$ cat src/design/cbop_div.sv
// ----------------------------------------------------------------------------
// cbop_div
// Pipelined restoring divider, one quotient bit per stage, with sideband.
// ----------------------------------------------------------------------------
`timescale 1ns / 1ps
`default_nettype none

module cbop_div #(
  parameter int NUM_W = 51,
  parameter int DEN_W = 18,
  parameter int Q_W   = 32,
  parameter int SB_W  = 1
) (
  input  logic             clk,
  input  logic             rst_n,
  input  logic             en,
  input  logic             in_valid,
  input  logic [NUM_W-1:0] in_num,
  input  logic [DEN_W-1:0] in_den,
  input  logic [SB_W-1:0]  in_sb,
  output logic             out_valid,
  output logic [Q_W-1:0]   out_q,
  output logic [SB_W-1:0]  out_sb
);

  localparam int W = (NUM_W > DEN_W + Q_W) ? NUM_W : DEN_W + Q_W;

  logic            v_r   [Q_W];
  logic [W-1:0]    num_r [Q_W];
  logic [W-1:0]    den_r [Q_W];
  logic [Q_W-1:0]  q_r   [Q_W];
  logic [SB_W-1:0] sb_r  [Q_W];

  for (genvar s = 0; s < Q_W; s++) begin : g_stg
    localparam int B = Q_W - 1 - s;
    logic            cur_v;
    logic [W-1:0]    cur_num;
    logic [W-1:0]    cur_den;
    logic [Q_W-1:0]  cur_q;
    logic [SB_W-1:0] cur_sb;
    logic [W-1:0]    trial;
    logic            take;

    if (s == 0) begin : g_first
      assign cur_v   = in_valid;
      assign cur_num = W'(in_num);
      assign cur_den = W'(in_den);
      assign cur_q   = '0;
      assign cur_sb  = in_sb;
    end else begin : g_next
      assign cur_v   = v_r[s-1];
      assign cur_num = num_r[s-1];
      assign cur_den = den_r[s-1];
      assign cur_q   = q_r[s-1];
      assign cur_sb  = sb_r[s-1];
    end

    assign trial = cur_den << B;
    assign take  = (cur_num >= trial);

    always_ff @(posedge clk) begin
      if (!rst_n) begin
        v_r[s] <= 1'b0;
      end else if (en) begin
        v_r[s] <= cur_v;
      end
    end

    always_ff @(posedge clk) begin
      if (en) begin
        num_r[s] <= take ? (cur_num - trial) : cur_num;
        den_r[s] <= cur_den;
        q_r[s]   <= {cur_q[Q_W-2:0], take};
        sb_r[s]  <= cur_sb;
      end
    end
  end

  assign out_valid = v_r[Q_W-1];
  assign out_q     = q_r[Q_W-1];
  assign out_sb    = sb_r[Q_W-1];

endmodule

`default_nettype wire

$ cat config.mk
export PLATFORM = sky130hd
export DESIGN_NAME = cbop_div
export DESIGN_NICKNAME = d
export VERILOG_FILES = /design/src/design/cbop_div.sv
export SDC_FILE = /design/constraint.sdc
export NUM_CORES = 2
export LEC_CHECK = 0
export BUFFER_PORTS_ARGS = -buffer_cell sky130_fd_sc_hd__buf_2
export CAP_MARGIN = 15
export CORE_MARGIN = 2
export CORE_UTILIZATION = 55
export DETAILED_ROUTE_END_ITERATION = 7
export HOLD_SLACK_MARGIN = 0.1
export PLACE_DENSITY = 0.68
export SYNTH_ARGS = -nofsm -noshare
export SYNTH_HDL_FRONTEND = slang
export SYNTH_MEMORY_MAX_BITS = 65536
export SYNTH_SLANG_ARGS = --single-unit
$ cat constraint.sdc
create_clock -name clk -period 9.38 [get_ports clk]
set_clock_uncertainty 0.15 [all_clocks]
set_input_delay 0 -clock clk [delete_from_list [all_inputs] [get_ports clk]]
set_output_delay 0 -clock clk [all_outputs]
set_load 0.02 [all_outputs]
# Yosys cells after proc, flatten, opt, wreduce, memory -nomap -nowiden
# Memories as Yosys holds them, arrays and structs flattened.
# Cells that the tools add are included.
# op_classes
add_sub_neg,32
magnitude_cmp,32
muxes,69
n_bitwise,32
# ops
operator,n
$mux 51,32
$ge 51x51->1,31
$sub 51x51->51,31
$ge 51x49->1,1
$sub 51x49->51,1
$mux 1,37
$or 1x1->1,32
# totals
ff_bits,0
mem_bits_rw,4352
memories,5
# mem_list
memory,depth,word_bits,read_ports,rd_clocked_by_memory_dff,wr,line,text
den_r,32,51,31,0,32,30,logic [W-1:0] den_r [Q_W];
num_r,32,51,31,0,32,29,logic [W-1:0] num_r [Q_W];
q_r,32,32,32,0,32,31,logic [Q_W-1:0] q_r [Q_W];
sb_r,32,1,32,0,32,32,logic [SB_W-1:0] sb_r [Q_W];
v_r,32,1,32,0,32,28,logic v_r [Q_W];

# Depth between registers and ports, before layout
# depth
ltp_word,4
depth_mapped,15
ltp_nobuf,14

# Worst setup path after synthesis
# OpenSTA, ideal clock, no wires.
# synth_path
path_kind,reg-to-reg
start,mem num_r[26][4] (netlist name)
end,"mem num_r[27][50] (netlist name), data pin"
setup_ns,0.258
arrival_time_ns,3.337
slack_ns,5.636
path_stages_with_launch,14
path_buffers,0
period_less_slack_ns,3.744
path_cell_list,edfxtp_1 inv_1 ha_1 inv_1 fa_1 a21o_1 a21o_1 a211oi_1 nand2b_1 nand3_1 a31o_2 nor4b_1 nand3_1 xnor2_1
# synth_rtl
item,line
start: declaration,29

==> impl.org <==
** Timing
- Endpoints failing setup :: 0
- Setup repair after global routing left no endpoint under its margin.
- Adding up every negative setup slack in the final design gives 0 ns.
- Final hold analysis gives a worst-case slack of roughly 0.18 ns.
- The final count of hold timing violations came to 0.
- The routed design could run at a clock period as short as approximately 4.6 ns.
- The count of final max-slew check failures is 0.
- Derived from the worst setup path, the maximum achievable clock frequency is 215 MHz.
- Headroom to the max-slew limit came out at 19.9%.
- At the pin with the least slew margin, the transition time is 1.20 ns.
- After layout, the worst path uses between 40% and 50% of the clock period.

** Cells and area
- Once layout is done, the placed cells without fillers occupy 145000 µm².
- The library cell used most frequently in the layout, excluding fill and tap cells, is edfxtp_1.
- Relative to the synthesized area, the layout overhead comes to 12.7%.
- Commonest cells after routing, fill and taps aside :: edfxtp_1, inv_1, nor2_1
- Cells fill 62.4% of the core in the end.
- Number of filler cells placed in the layout :: between 15000 and 20000
- Layout net count :: 11200
- Share of post-route cells with drive strength above 1 :: 8.05%

** Synthesis
- Most area-hungry cell type in the Yosys netlist :: edfxtp_1
- For this run, the leading register cell type out of synthesis is edfxtp_1.
- Of all flip-flops after synthesis, the portion carrying an async set or reset was 0%.
- In the synthesized netlist, the number of instances is approximately 10000.
- In this run the biggest area consumer among cell types represents 63.5% of the synthesized area.
- Library cells used by synthesis :: a little over 90
- Top cells by area, synth :: edfxtp_1, ha_1, xor2_1, xnor2_1, a21oi_1
- Synthesis produced a netlist with a net count of ~11000.
- After synthesis, the mean cell area works out to 12.9 µm².
- Synthesis inferred 2731 register bits.
- During synthesis, Yosys emitted a total of 0 warnings.
- The share of the Yosys chip area taken by registers is between 60% and 70%.
- Number of synthesized flops with an enable pin :: approximately 2700
- Mapped cell area :: approximately 130000 µm²

** Floorplan
- Core Rows :: between 150 and 200
- Die span in x :: ~490 µm
- Area of the core :: 233000 µm²
- During I/O placement, the number of pins put on the boundary was roughly 110.
- Starting density of the core :: a little under three fifths
- Total Die Area :: ~240000 µm²
- The die is about 500 µm tall.

** Critical path
- Counting stages on the worst path, the most repeated cell is dlygate4sd3_1.
- Crit-path slowest cell :: dlygate4sd3_1
- Crit path buffers/inverters :: 6
- STA puts the critical path data required time at around 9.9 ns.
- Critical path peak fanout :: 24
- Data arrives at the worst endpoint at just over 5 ns.
- For this run, the slowest stage of the critical path takes approximately 0.56 ns.
- Crit path max-delay family :: compound AO/OA/AOI/OAI gates
- Crit end category :: register
- The worst setup path is of the input port to register kind.
- STA classifies the critical path startpoint as an input port.
- The signal on the critical path passes through dlygate4sd3_1, buf_2, dlygate4sd3_1, inv_1, ha_1, fa_1, nand2b_1, a21oi_1, o211a_1, o31ai_1, a21oi_1, a2111oi_0, o21a_1, buf_16, mux2_2, dlygate4sd3_1.

** Run
- Across the run, the number of max-cap violations was 0.

** Power
- Max VDD drop :: between 0.15 and 0.2 mV
- In this run the static leakage power is ~54 nW.
- Power density cells :: 282 nW/µm²
- Design Power :: just over 0.04 W

** Route
- For this block, wires on met1 add up to 121000 µm.
- After detailed routing, the number of vias per cell comes to a little under 6.
- Summed over all nets, wire length on met3 after detailed routing comes to 12000 µm.
- Antenna Nets Post-Route :: 0
- After detailed routing, the number of remaining DRC violations is 0.
- Total number of vias :: 79800
- For this block, the routed nets add up to slightly below 300000 µm of wire.
- Iteration count of the initial detailed-routing pass :: 8
- The detailed router finished its first iteration with approximately 6600 violations.
- Average wire length per cell after detail routing :: 21.0 µm
- The routed design uses 148000 µm of met2 wire.
- The highest layer touched by signal routing is met4.

** Global routing
- The number of global-route vias before repair was around 79000.
- For this run the aggregate overflow at the end of global routing stands at 0.
- The first global-routing pass estimated ~450000 µm of wire.
- The initial antenna violation count came to 5.
- GRT Resource Usage Total :: about a quarter
- Entering global routing, the biggest net connects a little under 200 pins.

** Status
- Outcome :: finished, final reports clean

** Clock tree
- Post-CTS setup buffers :: 0
- After clock tree synthesis, the clock-pin slew on the worst setup and hold paths is around 0.070 ns.
- Clock insertion delay at the later pin of the skew report :: between 0.9 and 1 ns
- CTS H-tree lvls :: 5
- CTS Buf Count :: 305
- Root Driver :: clkbuf_16
- The clock net in this run drives a total of ~2700 sinks.
- Number of buffers between clock root and the deepest sink :: 4
- TritonCTS built the clock tree.

** Worst hold path
- Hold Crit Class :: input port to register

** Place
- Cell area after placement :: ~130000 µm²
- Half-perimeter wire length of the detailed placement result :: about 210000 µm
- Count of input and output buffers :: 107
- At the end of routability-driven placement, the weighted congestion stood at ~0.9.
cell usage after synthesis, drive strengths merged (32+ instances only):
cell and n:
clkbuf 142, a31oi 40, nand4b 32, xor2 490, nor2b 97, ha 576, o31ai 40, nor2 662
inv 738, o21ai 480, nand2b 143, and3 87, xnor2 451, nor3 285, a211oi 54, or4 77
edfxtp 2730, mux2 136, a21oi 620, o211ai 34, nor4 235, or3 106, nor4b 48, a21o 233
o21a 76, nand2 616, nand4 110, or2 49, nand3 147, o21bai 55
layout make-up:
class                   count  area [µm²]  share of cell area [%]
multi-input cells        6371       43800                    30.1
well taps                3132        3920                    2.69
inverters                 738        2770                    1.90
repair buffers            337        2960                    2.03
clock buffers             342        7900                    5.43
flip-flops and latches   2731       82000                    56.4
clock inverters           183        2120                    1.46
diodes                      1        2.50                 0.00172
timing repair:
item                                   in CTS  in global routing
hold buffers                              165                  0
gates resized for setup                     0                  0
endpoints found under the hold margin     953                  0
logic make-up after synthesis:
| group | share of synthesized area [%] |
|---|---|
| AOI/OAI and AO/OA | 8.87 |
| DFF | 63.5 |
| xor gates and xnor gates | 6.39 |
| adders and majority gates | 6.07 |
| buffers and inverters | 2.64 |
| and+or+nand+nor | 11.2 |
| muxes | 1.26 |
worst paths after layout:
kind	startpoint	end	slack [ns]	cells after the start
worst max-delay path	in_num[31]	num_r[0][41]	4.74	16
worst min-delay path	in_num[2]	num_r[0][2]	0.18	3
worst max register to register	num_r[29][1]	num_r[30][5]	4.76	12
worst min register to register	q_r[9][8]	q_r[9][41]	0.25	0
registers in the layout (all words and copies together), names as in the netlist:
signal	flops
num_r	1581
den_r	558
q_r	528
sb_r	32
v_r	32
tightest hold or removal path, stage by stage:
cell           delay [ns]
dlygate4sd3_1        0.52
buf_2                0.11
dlygate4sd3_1        0.54
metrics by stage:
step	std cells	setup WS, ns
after floorplan	10000	5.64
after global placement	13100	4.90
after detailed placement	13100	4.85
after CTS	13800	4.56
after global routing	13800	4.41
final	13800	4.74
report_power, final:
part	internal (W)	switching [W]	total, W
clock	0.00726	0.00476	0.0120
combinational	0.00483	0.00643	0.0113
sequential	0.0162	0.00157	0.0178
total	0.0283	0.0128	0.0411
per-layer routing:
| metal | global-route usage, % | up-vias |
|---|---|---|
| li1 | - | 38200 |
| met1 | 30.8 | 38900 |
| met2 | 42.8 | 2087 |
| met3 | 2.89 | 562 |
| met4 | 8.17 | 0 |
| met5 | 0 | - |
Note: power is estimated with default switching activity, not from simulation.
