[src/design/cbop_isqrt.sv]
// ----------------------------------------------------------------------------
// cbop_isqrt
// Pipelined integer square root, one root bit per stage, with sideband.
// ----------------------------------------------------------------------------
`timescale 1ns / 1ps
`default_nettype none

module cbop_isqrt #(
  parameter int R_W  = 32,
  parameter int SB_W = 1
) (
  input  logic             clk,
  input  logic             rst_n,
  input  logic             en,
  input  logic             in_valid,
  input  logic [2*R_W-1:0] in_val,
  input  logic [SB_W-1:0]  in_sb,
  output logic             out_valid,
  output logic [R_W-1:0]   out_root,
  output logic [SB_W-1:0]  out_sb
);

  localparam int W = 2 * R_W;

  logic            v_r    [R_W];
  logic [W-1:0]    rem_r  [R_W];
  logic [W-1:0]    root_r [R_W];
  logic [SB_W-1:0] sb_r   [R_W];

  for (genvar s = 0; s < R_W; s++) begin : g_stg
    localparam int           B   = 2 * (R_W - 1 - s);
    localparam logic [W-1:0] BIT = {{(W-1){1'b0}}, 1'b1} << B;
    logic            cur_v;
    logic [W-1:0]    cur_rem;
    logic [W-1:0]    cur_root;
    logic [SB_W-1:0] cur_sb;
    logic [W-1:0]    trial;
    logic            take;

    if (s == 0) begin : g_first
      assign cur_v    = in_valid;
      assign cur_rem  = in_val;
      assign cur_root = '0;
      assign cur_sb   = in_sb;
    end else begin : g_next
      assign cur_v    = v_r[s-1];
      assign cur_rem  = rem_r[s-1];
      assign cur_root = root_r[s-1];
      assign cur_sb   = sb_r[s-1];
    end

    assign trial = cur_root + BIT;
    assign take  = (cur_rem >= trial);

    always_ff @(posedge clk) begin
      if (!rst_n) begin
        v_r[s] <= 1'b0;
      end else if (en) begin
        v_r[s] <= cur_v;
      end
    end

    always_ff @(posedge clk) begin
      if (en) begin
        rem_r[s]  <= take ? (cur_rem - trial) : cur_rem;
        root_r[s] <= take ? ((cur_root >> 1) + BIT) : (cur_root >> 1);
        sb_r[s]   <= cur_sb;
      end
    end
  end

  assign out_valid = v_r[R_W-1];
  assign out_root  = root_r[R_W-1][R_W-1:0];
  assign out_sb    = sb_r[R_W-1];

endmodule

`default_nettype wire

[config.mk]
export PLATFORM = sky130hd
export DESIGN_NAME = cbop_isqrt
export DESIGN_NICKNAME = d
export VERILOG_FILES = /design/src/design/cbop_isqrt.sv
export SDC_FILE = /design/constraint.sdc
export NUM_CORES = 2
export LEC_CHECK = 0
export BUFFER_PORTS_ARGS = -buffer_cell sky130_fd_sc_hd__buf_2
export CELL_PAD_IN_SITES_DETAIL_PLACEMENT = 0
export CELL_PAD_IN_SITES_GLOBAL_PLACEMENT = 1
export CORE_ASPECT_RATIO = 0.6
export CORE_MARGIN = 2
export CORE_UTILIZATION = 57
export DETAILED_ROUTE_END_ITERATION = 7
export PLACE_DENSITY = 0.83
export SKIP_CTS_REPAIR_TIMING = 1
export SLEW_MARGIN = 15
export SYNTH_ARGS = -nofsm -noshare
export SYNTH_HDL_FRONTEND = slang
export SYNTH_MEMORY_MAX_BITS = 65536
export SYNTH_SLANG_ARGS = --single-unit
[constraint.sdc]
create_clock -name clk -period 6.2 [get_ports clk]
set_input_delay 0.62 -clock clk [delete_from_list [all_inputs] [get_ports clk]]
set_output_delay 0.62 -clock clk [all_outputs]
set_load 0.005 [all_outputs]
# == Yosys cells after proc, flatten, opt, wreduce, memory -nomap -nowiden ==
# Memory sizes are Yosys's and may differ from the RTL's.
# Cells that the tools add are included.
# totals
mem_count,4
mem_bits_rw,4160
reg_bits,0
word_cells,263
# classes
add_sub_neg,94
magnitude_cmp,32
muxes,101
bitwise_logic,32
# mem_list
memory,words,word_bits,read_ports,rd_ports_with_merged_regs,wr,line,text
rem_r,32,64,31,0,32,26,logic [W-1:0] rem_r [R_W];
root_r,32,64,32,0,32,27,logic [W-1:0] root_r [R_W];
sb_r,32,1,32,0,32,28,logic [SB_W-1:0] sb_r [R_W];
v_r,32,1,32,0,32,25,logic v_r [R_W];
# ops
operator,count
two-way mux 64 bit,63
>= comparator 64 bit,31
subtractor 64 bit,31
"adder 63 x 1 -> 64 bit, second input constant",1
"adder 63 x 11 -> 64 bit, second input constant",1
"adder 63 x 13 -> 64 bit, second input constant",1
"adder 63 x 15 -> 64 bit, second input constant",1
"adder 63 x 17 -> 64 bit, second input constant",1
"adder 63 x 19 -> 64 bit, second input constant",1
"adder 63 x 21 -> 64 bit, second input constant",1
"adder 63 x 23 -> 64 bit, second input constant",1
"adder 63 x 25 -> 64 bit, second input constant",1
"adder 63 x 27 -> 64 bit, second input constant",1
"adder 63 x 29 -> 64 bit, second input constant",1
"adder 63 x 3 -> 64 bit, second input constant",1
"adder 63 x 31 -> 64 bit, second input constant",1
"adder 63 x 33 -> 64 bit, second input constant",1
"adder 63 x 35 -> 64 bit, second input constant",1
"adder 63 x 37 -> 64 bit, second input constant",1
"adder 63 x 39 -> 64 bit, second input constant",1
"adder 63 x 41 -> 64 bit, second input constant",1
"adder 63 x 43 -> 64 bit, second input constant",1
"adder 63 x 45 -> 64 bit, second input constant",1
"adder 63 x 47 -> 64 bit, second input constant",1
46 further kinds,113

# == Longest topological paths before layout ==
# depth
depth_word,4
depth_mapped,14
ltp_nobuf,12

# == Worst setup path before layout ==
# No wires, ideal clock.
# synth_timing
kind,register -> register
from,memory rem_r[1][490] in the netlist's numbering
to,memory rem_r[1][529] in the netlist's numbering (data pin)
t_arrival_ps,3677
synth_period_minus_slack_ps,3939
setup_slack_ps,2261
path_stages_with_launch,11
path_cell_list,edfxtp_1 > or4_4 > or4_1 > or3_1 > buf_2 > or4_4 > or4_4 > a211oi_2 > buf_4 > buf_6 > mux2_1
# synth_rtl
item,line
"start, declared",26

==> flow_metrics.py <==
metrics = {
    "drt": {
        "first_pass_iters": 6,
        "drt_iter0_markers": 12600,
        "vias_per_cell": 6.26,
        "wl_per_cell_um": 25.3,
        "vias": 82200,
        "drt-total-wl_um": 333000,
        "postRouteAntennaNets": 0,
        "remaining_drc_errors": 0,
    },
    "outcome": {
        "status": "completed",
    },
    "power": {
        "power.density_nw_per_um2": 372,
        "leakage_nw": 50.5,
        "ir_drop_uv": 310,
        "total_power_mw": 50.5,
    },
    "synthesis": {
        "yosysUniqueCellTypes": 85,
        "synth_top_area_share_pct": 62.9,
        "syn_avg_cell_area_um2": 12.6,
        "yosys_warnings": 0,
        "postSynth.asyncResetShare_pct": 0,
        "ys.flop_type": "edfxtp_1",
        "synth_fp_nets": 10400,
        "ys_seq_area_share_pct": 62.9,
        "synth_area_leaders": "edfxtp_1, ha_1, xnor2_1",
        "synth_area_um2": 123000,
        "synth-seq-cells": 2576,
        "postSynthCellCount": 9793,
        "synth-edff-count": 2575,
        "synth_largest_area_cell": "edfxtp_1",
    },
    "timing": {
        "worst_pin_slew_ns": 1.22,
        "finalSetupViolations": 0,
        "fin_setup_tns_ns": 0,
        "finalHoldViolCount": 0,
        "fmax_mhz": 213,
        "rsz0062_at_grt": "no",
        "drv_slew": 0,
        "fin_ws_ns": 1.50,
        "skew_ns": 0.0914,
        "slew_headroom_pct": 17.9,
        "finalCritPeriodShare_pct": 75.8,
        "period_needed_ns": 4.70,
        "holdWs_ns": 0.110,
    },
    "grt": {
        "grt_use_met1_pct": 53.5,
        "grt_start_max_net_pins": 183,
        "grt_pass1_vias": 73800,
        "gr-total-overflow": 0,
        "top_usage_layer": "met1",
        "antenna_found_initial": 16,
        "track_usage_pct": 29.8,
        "grt_pass1_wl_um": 489000,
        "grt_use_met2_pct": 34.7,
        "met3_usage_pct": 7.75,
    },
    "hold_path": {
        "hold_class": "in -> reg",
        "hold_path_end": "v_r[0][0]",
        "min_from": "in_valid",
        "hold_depth": 2,
    },
    "final_layout": {
        "drive_gt1_share_pct": 6.67,
        "fin_cells": 13100,
        "nNetsFinal": 10700,
        "final_area_um2": 135000,
        "fill_cells": 16200,
        "syn2layout_area_growth_pct": 10.2,
        "fin_util_pct": 63.0,
    },
    "clock_network": {
        "clk_pin_slew_worst_paths_ns": 0.07,
        "cts_made_buffers": 233,
        "cts_root_buf": "clkbuf_16",
        "tritoncts": "done",
        "cts_max_path_buffers": 4,
        "worstSkewPairLatency_ns": 0.93,
        "cts_max_level": 4,
        "clkSinkCount": 2576,
    },
    "floorplan": {
        "dieHeight_um": 364,
        "coreArea_um2": 215000,
        "rows": 132,
        "io_pins": 103,
        "start_util_pct": 57.2,
        "die-area_um2": 220000,
        "die_w_um": 604,
    },
    "critical_path": {
        "r2r.worst_path.cells": 10,
        "crit_path_start_kind": "flip-flop",
        "regToRegSetupSlack_ns": 1.50,
        "worst_ep_required_time_ns": 6.83,
        "path_class": "reg -> reg",
        "cp_max_fo": 7,
        "cp-end-kind": "flip-flop",
        "arrival_ns": 5.33,
        "r2r-start": "rem_r[1][836]",
        "r2r_end": "rem_r[1][947]",
    },
    "job": {
        "maxCapViolations": 0,
    },
    "place": {
        "postPlaceCellArea_um2": 127000,
        "place_inst": 12600,
        "dp_hpwl_um": 249000,
        "io_buffers": 102,
        "routabilityCongestion": 0.961,
        "post-place-ws_ns": 1.65,
    },
}
## cells in the final DEF, fill, tap and decap left out, types with 32 or more instances in the layout
cell	instances
xor2_1	396
dlygate4sd3_1	63
mux2_2	69
clkbuf_16	235
a211oi_1	59
buf_2	101
a21oi_1	626
nand2_1	664
nor2_1	639
o21ai_0	460
ha_1	558
or3_1	106
nand2b_1	97
inv_1	689
edfxtp_1	2575
nor2b_1	83
nor4b_1	45
or4_1	62
xnor2_1	488
nor3_1	259
a31oi_1	37
bufinv_16	32
nor4_1	341
and3_1	82
clkinv_1	37
nand4_1	171
clkinv_2	46
nand3b_1	38
a21o_1	205
o21a_1	89
buf_4	55
or2_2	38
and2_1	33
o21bai_1	60
o31ai_1	57
o211ai_1	40
nand3_1	157
## cells by family (layout without fill, tap and decap cells)
group	Yosys count	in the layout	synth area share, %
and+or+nand+nor	2934	2934	12.3
DFF	2576	2576	62.9
AOI/OAI and AO/OA	1865	1865	9.37
buffers and inverters	895	1346	2.76
xor gates and xnor gates	884	884	6.29
adders and majority gates	558	558	5.68
muxes	81	81	0.730
other	0	5	0
## power breakdown
group | internal [mW] | total, mW | switching (mW)
clock | 8.30 | 14.9 | 6.59
combinational | 4.31 | 11.3 | 6.98
sequential | 22.1 | 24.3 | 2.18
## worst max-delay path by stage
| stage | end | start | depth (start not counted) | slack, ns |
|---|---|---|---|---|
| detailed placement | rem_r[1][529] | rem_r[1][489] | 9 | 1.65 |
| finish | rem_r[1][947] | rem_r[1][836] | 10 | 1.50 |
| CTS | rem_r[0][809] | root_r[0][746] | 10 | 1.59 |
| global route | rem_r[1][951] | rem_r[1][841] | 10 | 1.27 |
| global placement | rem_r[1][609] | root_r[1][547] | 10 | 1.47 |
| floorplan | rem_r[1][529] | rem_r[1][490] | 10 | 2.26 |
## metal layers
metal | share of wire [%] | up-vias | routed length [um]
met4 | 1.4 | 2 | 4810
met5 | 0.0039 | - | 13
met2 | 35 | 4454 | 117000
met3 | 13 | 354 | 44300
met1 | 50 | 40200 | 167000
li1 | - | 37200 | -
## cells in the mapped netlist (all sizes together), types with 40 or more instances
cell type	n
nor2b	83
o31ai	57
a21oi	627
o21a	89
nor4	345
nor3	260
edfxtp	2575
nand2b	97
inv	689
nor4b	45
mux2	70
ha	558
clkbuf	181
or4	65
o21ai	462
nor2	640
nand2	664
xnor2	488
o211ai	40
xor2	396
and3	82
nand3	157
or3	106
a21o	205
nand4	171
o21bai	60
a211oi	62
## area by class of cell
class                   instances  area, um^2  area share, %
clock inverters               159        1750           1.29
multi-input cells            6322       42300           31.3
clock buffers                 263        5990           4.42
repair buffers                234        1850           1.36
inverters                     690        2590           1.91
well taps                    2881        3600           2.66
diodes                          5        12.5        0.00924
flip-flops and latches       2576       77300           57.1
## state kept, by name, summed over array words and instances (netlist names)
name / count
rem_r: 1984
root_r: 528
sb_r: 32
v_r: 32
## critical path: stages, from the launching register on
cell and delay [ns]:
edfxtp_1 0.41, ha_1 0.25, or3_1 0.37, o22ai_1 0.30, nor3_1 0.10, or4b_2 0.68, a221oi_1 0.69, o21ai_0 0.46
nor4_2 0.85, nand2_1 0.16, xnor2_1 0.17
(Power assumes the default switching activity.)
