File: config.mk
export PLATFORM = sky130hd
export DESIGN_NAME = cbop_seq
export DESIGN_NICKNAME = d
export VERILOG_FILES = /design/src/design/cbop_pkg.sv /design/src/design/cbop_seq.sv
export SDC_FILE = /design/constraint.sdc
export NUM_CORES = 1
export LEC_CHECK = 0
export BUFFER_PORTS_ARGS = -buffer_cell sky130_fd_sc_hd__clkbuf_2
export CELL_PAD_IN_SITES_DETAIL_PLACEMENT = 1
export CELL_PAD_IN_SITES_GLOBAL_PLACEMENT = 1
export CORE_MARGIN = 2
export CORE_UTILIZATION = 25
export DETAILED_ROUTE_END_ITERATION = 7
export PLACE_DENSITY_LB_ADDON = 0.1
export SLEW_MARGIN = 5
export SYNTH_ARGS = -nofsm -noshare
export SYNTH_HDL_FRONTEND = slang
export SYNTH_SLANG_ARGS = --single-unit
File: constraint.sdc
create_clock -name clk -period 18.03 [get_ports clk]
set_input_delay 0.9015 -clock clk [delete_from_list [all_inputs] [get_ports clk]]
set_output_delay 0.9015 -clock clk [all_outputs]
set_load 0.01 [all_outputs]
File: src/design/cbop_pkg.sv
// ----------------------------------------------------------------------------
// cbop_pkg
// Types and constants shared by the Bezier offset point unit.
// ----------------------------------------------------------------------------
`timescale 1ns / 1ps
`default_nettype none

package cbop_pkg;

  localparam int CFG_IDX_W  = 1;
  localparam int CFG_DATA_W = 31;

  localparam logic [CFG_IDX_W-1:0] REG_SEGMENT_COUNT   = 1'd0;
  localparam logic [CFG_IDX_W-1:0] REG_OFFSET_DISTANCE = 1'd1;

  localparam logic [5:0]  SEG_COUNT_RESET = 6'd32;
  localparam logic [30:0] OFFSET_RESET    = 31'd65536;

  // One curve point as issued by the sequencer.
  typedef struct packed {
    logic [5:0]       idx;
    logic [5:0]       u;
    logic [5:0]       n;
    logic             last;
    logic [3:0][31:0] px;
    logic [3:0][31:0] py;
  } pt_t;

endpackage

`default_nettype wire

File: src/design/cbop_seq.sv
// ----------------------------------------------------------------------------
// cbop_seq
// Takes one curve beat and issues its points t = i/N, one per cycle while adv is high.
// ----------------------------------------------------------------------------
`timescale 1ns / 1ps
`default_nettype none

module cbop_seq #(
  parameter int MAX_POINTS = 64
) (
  input  logic             clk,
  input  logic             rst_n,
  input  logic             in_valid,
  output logic             in_stall,
  input  logic [3:0][31:0] in_px,
  input  logic [3:0][31:0] in_py,
  input  logic [5:0]       seg_count,
  input  logic             adv,
  output logic             pt_valid,
  output cbop_pkg::pt_t    pt
);
  import cbop_pkg::*;

  localparam int         IDX_W = $clog2(MAX_POINTS);
  localparam logic [6:0] MAX_N = 7'(MAX_POINTS - 1);

  logic             busy_r;
  logic [IDX_W-1:0] i_r;
  logic [IDX_W-1:0] n_r;
  logic [3:0][31:0] px_r;
  logic [3:0][31:0] py_r;
  logic             pt_valid_r;
  pt_t              pt_r;
  logic [6:0]       n_sel;
  logic             accept;

  // A count of zero means one segment; too many segments are clamped.
  always_comb begin
    if (seg_count == 6'd0) begin
      n_sel = 7'd1;
    end else if ({1'b0, seg_count} > MAX_N) begin
      n_sel = MAX_N;
    end else begin
      n_sel = {1'b0, seg_count};
    end
  end

  assign accept = in_valid && !busy_r;

  always_ff @(posedge clk) begin
    if (!rst_n) begin
      busy_r     <= 1'b0;
      i_r        <= '0;
      pt_valid_r <= 1'b0;
    end else begin
      if (accept) begin
        busy_r <= 1'b1;
        i_r    <= '0;
      end else if (busy_r && adv) begin
        if (i_r == n_r) begin
          busy_r <= 1'b0;
        end else begin
          i_r <= i_r + 1'b1;
        end
      end
      if (adv) begin
        pt_valid_r <= busy_r;
      end
    end
  end

  always_ff @(posedge clk) begin
    if (accept) begin
      px_r <= in_px;
      py_r <= in_py;
      n_r  <= n_sel[IDX_W-1:0];
    end
    if (adv) begin
      pt_r.idx  <= 6'(i_r);
      pt_r.u    <= 6'(n_r - i_r);
      pt_r.n    <= 6'(n_r);
      pt_r.last <= (i_r == n_r);
      pt_r.px   <= px_r;
      pt_r.py   <= py_r;
    end
  end

  assign in_stall = busy_r;
  assign pt_valid = pt_valid_r;
  assign pt       = pt_r;

endmodule

`default_nettype wire

Word level (Yosys, flattened, before mapping)
Cells that the tools add are included.
{"block": "op_classes", "addsub": 2, "n_eq_ne": 1, "n_mux": 3, "n_bitwise": 2, "n_reduce_logical": 9}
{"cell": "6-bit by 1-bit adder with 6-bit output, second input constant", "n": 1}
{"cell": "6-bit == test", "n": 1}
{"cell": "6-bit logical NOT", "n": 1}
{"cell": "6-bit subtractor", "n": 1}
{"cell": "2-bit AND reduction", "n": 2}
{"cell": "2-bit nonzero test", "n": 2}
{"cell": "1-bit 2-to-1 mux", "n": 3}
{"cell": "1-bit logical AND", "n": 2}
{"cell": "1-bit NOT", "n": 2}
{"cell": "2-bit OR reduction", "n": 1}
{"cell": "1-bit logical NOT", "n": 1}
{"block": "totals", "reg_bits": 545, "inputBits": 266, "out_inout_bits": 277, "word_cells": 41}

Logic depth before layout (Yosys ltp)
{"block": "depth", "ltp_word": 4, "depth_mapped": 7, "ltp_nobuf": 7}

Least setup slack after synthesis
No wires, ideal clock.
{"block": "synth_path", "kind": "in2reg", "from": "input port in_valid", "to": "register i_r[2]", "setup_time_ps": 116, "arrival_time_ps": 13386, "t_required_ps": 17914, "slack_ps": 4527, "cell_stages": 4, "path_cell_list": "nor2b_1 nand2b_1 nor2_1 a31o_2"}
{"block": "synth_between", "elab_chain_len": 2}
{"element": "start: declaration", "line": "cbop_seq.sv:13", "rtl": "input logic in_valid,"}
{"element": "1-bit logical AND", "line": "cbop_seq.sv:48", "rtl": "assign accept = in_valid && !busy_r;"}
{"element": "2-bit OR reduction (no source line)"}
{"element": "end signal: assignment", "line": "cbop_seq.sv:63", "rtl": "i_r <= i_r + 1'b1;"}
{"element": "end: declaration", "line": "cbop_seq.sv:28", "rtl": "logic [IDX_W-1:0] i_r;"}
No other way between the ends.
A chain may end at the register's enable or synchronous reset.

Worst setup path in the final report
{"block": "layout_path", "from": "register busy_r (netlist: in_stall)", "to": "register py_r[26] in the netlist's numbering, enable pin"}
{"block": "layout_between", "elab_chain_len": 2}
{"element": "start: declaration", "line": "cbop_seq.sv:27", "rtl": "logic busy_r;"}
{"element": "start signal: assignment", "line": "cbop_seq.sv:52", "rtl": "busy_r <= 1'b0;"}
{"element": "start signal: assignment", "line": "cbop_seq.sv:57", "rtl": "busy_r <= 1'b1;"}
{"element": "start signal: assignment", "line": "cbop_seq.sv:61", "rtl": "busy_r <= 1'b0;"}
{"element": "1-bit logical NOT", "line": "cbop_seq.sv:48"}
{"element": "1-bit logical AND", "line": "cbop_seq.sv:48"}
{"element": "net accept", "line": "cbop_seq.sv:35", "rtl": "logic accept;"}
{"element": "end signal: assignment", "line": "cbop_seq.sv:75", "rtl": "py_r <= in_py;"}
{"element": "end: declaration", "line": "cbop_seq.sv:31", "rtl": "logic [3:0][31:0] py_r;"}
The timed path passes the listed nets, and every way through them passes these cells.

==> metrics <==
status=completed; largest family of logic cells by synthesized area=compound AO/OA/AOI/OAI gates; GP Congestion=between 0.7 and 0.8; post-synthesis simple-gate area fraction=0.00723; Synth area leader=edfxtp_1; Core Box Area=roughly 66000 sq um; Syn Inst Count=just over 600; worst-case reg-to-reg path depth=3; crit path launch=in_stall; post-synthesis sequential area ratio=0.970; Total Power=about 2.8 mW; fin nets=between 1000 and 1500; Reg power frac=0.539; ANT nets after route=0; clock-pin transition on the worst setup and hold timing paths=60 ps; vias in the first global route=8826; fin cells=~2100; post-synthesis compound-gate area fraction=0.00969; post-synthesis mux area share=0; P_int=between 2 and 2.5 mW; cts repair resizes=0; Final Instance Area=22500 sq um; Clock Sinks=~550; Final Critical Period=approximately 3400 ps; Util after Layout=0.340; CP arrival=3580 ps; final worst slack=approximately 15000 ps; Setup Slack @ Placement=about 14000 ps; Setup violations, final=0; number of synthesized flops with an enable pin=537; Max Clk Rate=298 MHz; Setup Fix Bufs, Post-CTS=0; Fillers=6742; fin. max-slew vios=0; DR vias=8311; CP Capture Type=flop; Clock power frac=0.416; RSZ-0062 raised after global routing=no; hold crit path type=reg -> reg; die footprint=69200 sq um; slew margin rel.=0.255; Pwr per Cell Area=123 nW/um^2; Reg2Reg Launch Point=in_stall; global-route usage over all layers=0.125; yosys warns=0; largest net degree at the start of global routing=between 150 and 200; Worst EP required=18260 ps; worst-skew pair later-pin latency=just over 600 ps; share of cells above drive strength 1=0.496; Syn Area/Cell=approximately 27 sq um; DR WL/cell=20.8 um; first-pass GRT wire length=~63000 um; Die X=263 um; asr flop ratio synth=0; setup slack, reg-to-reg=14680 ps; fin crit share=0.186; kind of critical path=reg -> reg; post-synthesis xor/xnor area fraction=0.00365; Adder-Cell Fraction of Synth Area=0.00567; MaxCap Viol Count=0; GRT overflow=0; DP Area=20600 sq um; Net Sw Power=between 500 and 600 uW; Leak Pwr=8.62 nW; # rows=94; cts bufs inserted=60; H-Tree Level Count=2; Max FO, Critical Path=slightly above 70; drt initial violations=around 430; hold slack final=between 400 and 500 ps; I/O pin count=between 500 and 600; final hold vios=0; Gate power share=0.045; initial antenna violation count=5; worst slew pin tran=between 1000 and 1500 ps; largest cells by area after synthesis=edfxtp_1 96%, dfxtp_1 0.95%, ha_1 0.45%, xnor2_1 0.26%, inv_1 0.20%; post-synthesis cell type count=35; Max VDD drop=between 0.00006 and 0.00007 V; TNS Setup=0 ps; dpl hpwl=31700 um; final clock skew=14.5 ps; Main synth FF type=edfxtp_1; PortBufs=approximately 540; CP endpoint=py_r[26]; CTS root buffer=clkbuf_16; CTS tree=done; Synth Cell Area=between 15000 and 20000 sq um; 1st-pass router iterations=4; area growth from synthesis to layout=33.9%; CTS hold repair buffers=0; reg2reg end=py_r[26]; residual DRC count=0; syn nets=between 800 and 900; #FFs+latches synth=roughly 550; vias per cell=between 3 and 4; CP startpoint kind=flop; post-synth top area share=0.961; Clock Path Buffers=3; chip height=approximately 260 um; Initial Utilization=0.254; Cells after DPL=between 2000 and 2500; Switching Fraction=0.213; overall routed net length=between 40000 and 50000 um
[cell families (layout without fill, tap and decap cells)]
family | after synthesis | count (layout)
flip-flops | 545 | 545
AND/OR/NAND/NOR | 22 | 22
adder cells (fa/ha/maj) | 7 | 7
XOR/XNOR | 7 | 7
AO/OA/AOI/OAI | 24 | 24
other | 0 | 2
buffers and inverters | 15 | 666
[final cells by class]
type                    count  area (sq um)  share of cell area
inverters                   9          33.8             0.00150
diodes                      2          5.00            0.000223
flip-flops and latches    545         16300               0.725
repair buffers            548          2780               0.124
clock buffers              74          1580              0.0701
well taps                 864          1080              0.0481
multi-input cells          60           448              0.0199
clock inverters            35           264              0.0117
[state kept, by name (all words and copies together) (netlist names)]
register  count
px_r        128
n_r           6
pt_valid      1
py_r        128
pt          275
i_r           6
in_stall      1
[worst min-delay path by stage]
stage               from  endpoint  slack (ps)  cells past startpoint
5_1_grt        in_py[83]  py_r[83]         400                      1
3_5_place_dp    px_r[58]   pt[186]         410                      0
6_report        px_r[96]   pt[224]         410                      0
4_1_cts        in_py[83]  py_r[83]         400                      1
3_3_place_gp    px_r[31]   pt[159]         400                      0
2_1_floorplan    py_r[0]     pt[0]         400                      0
[power by group through the flow]
stage / registers [mW] / logic (mW) / clock network, mW
CTS: 1.49 / 0.131 / 1.20
floorplan: 1.55 / 0.0166 / 0
global route: 1.50 / 0.137 / 1.25
global placement: 1.52 / 0.130 / 0
finish: 1.49 / 0.125 / 1.15
detailed placement: 1.52 / 0.130 / 0
[worst max-delay path, cell delays in order, from the launching register on]
cell     delay (ps)
dfxtp_1         390
nor2b_4         850
buf_4           740
buf_4           870
[cell usage in the layout (no fill, tap or decap), drive strengths merged, types with 2 or more instances in the layout]
cell type	instances
clkbuf	615
edfxtp	537
clkinv	29
inv	12
dfxtp	8
buf	7
ha	6
a21oi	5
xnor2	5
o21ai	5
nor2	4
nand2	3
bufinv	3
diode	2
xor2	2
nor3	2
nand4	2
nand2b	2
nand3	2
a31oi	2
nor2b	2
a31o	2
[routing by layer]
layer / wire, um / GRT usage / vias up
li1: - / - / 3726
met1: 15900 / 0.131 / 4219
met2: 24000 / 0.230 / 286
met3: 3280 / 0.0436 / 76
met4: 1190 / 0.0429 / 4
met5: 29 / 0 / -
[Yosys cell counts, types with 3 or more instances]
master and n:
ha_1 6, o21ai_0 5, nor2_1 4, dfxtp_1 8, edfxtp_1 537, inv_1 9, clkbuf_1 6, a21oi_1 5
nand2_1 3, xnor2_1 5
(Power assumes the default switching activity.)
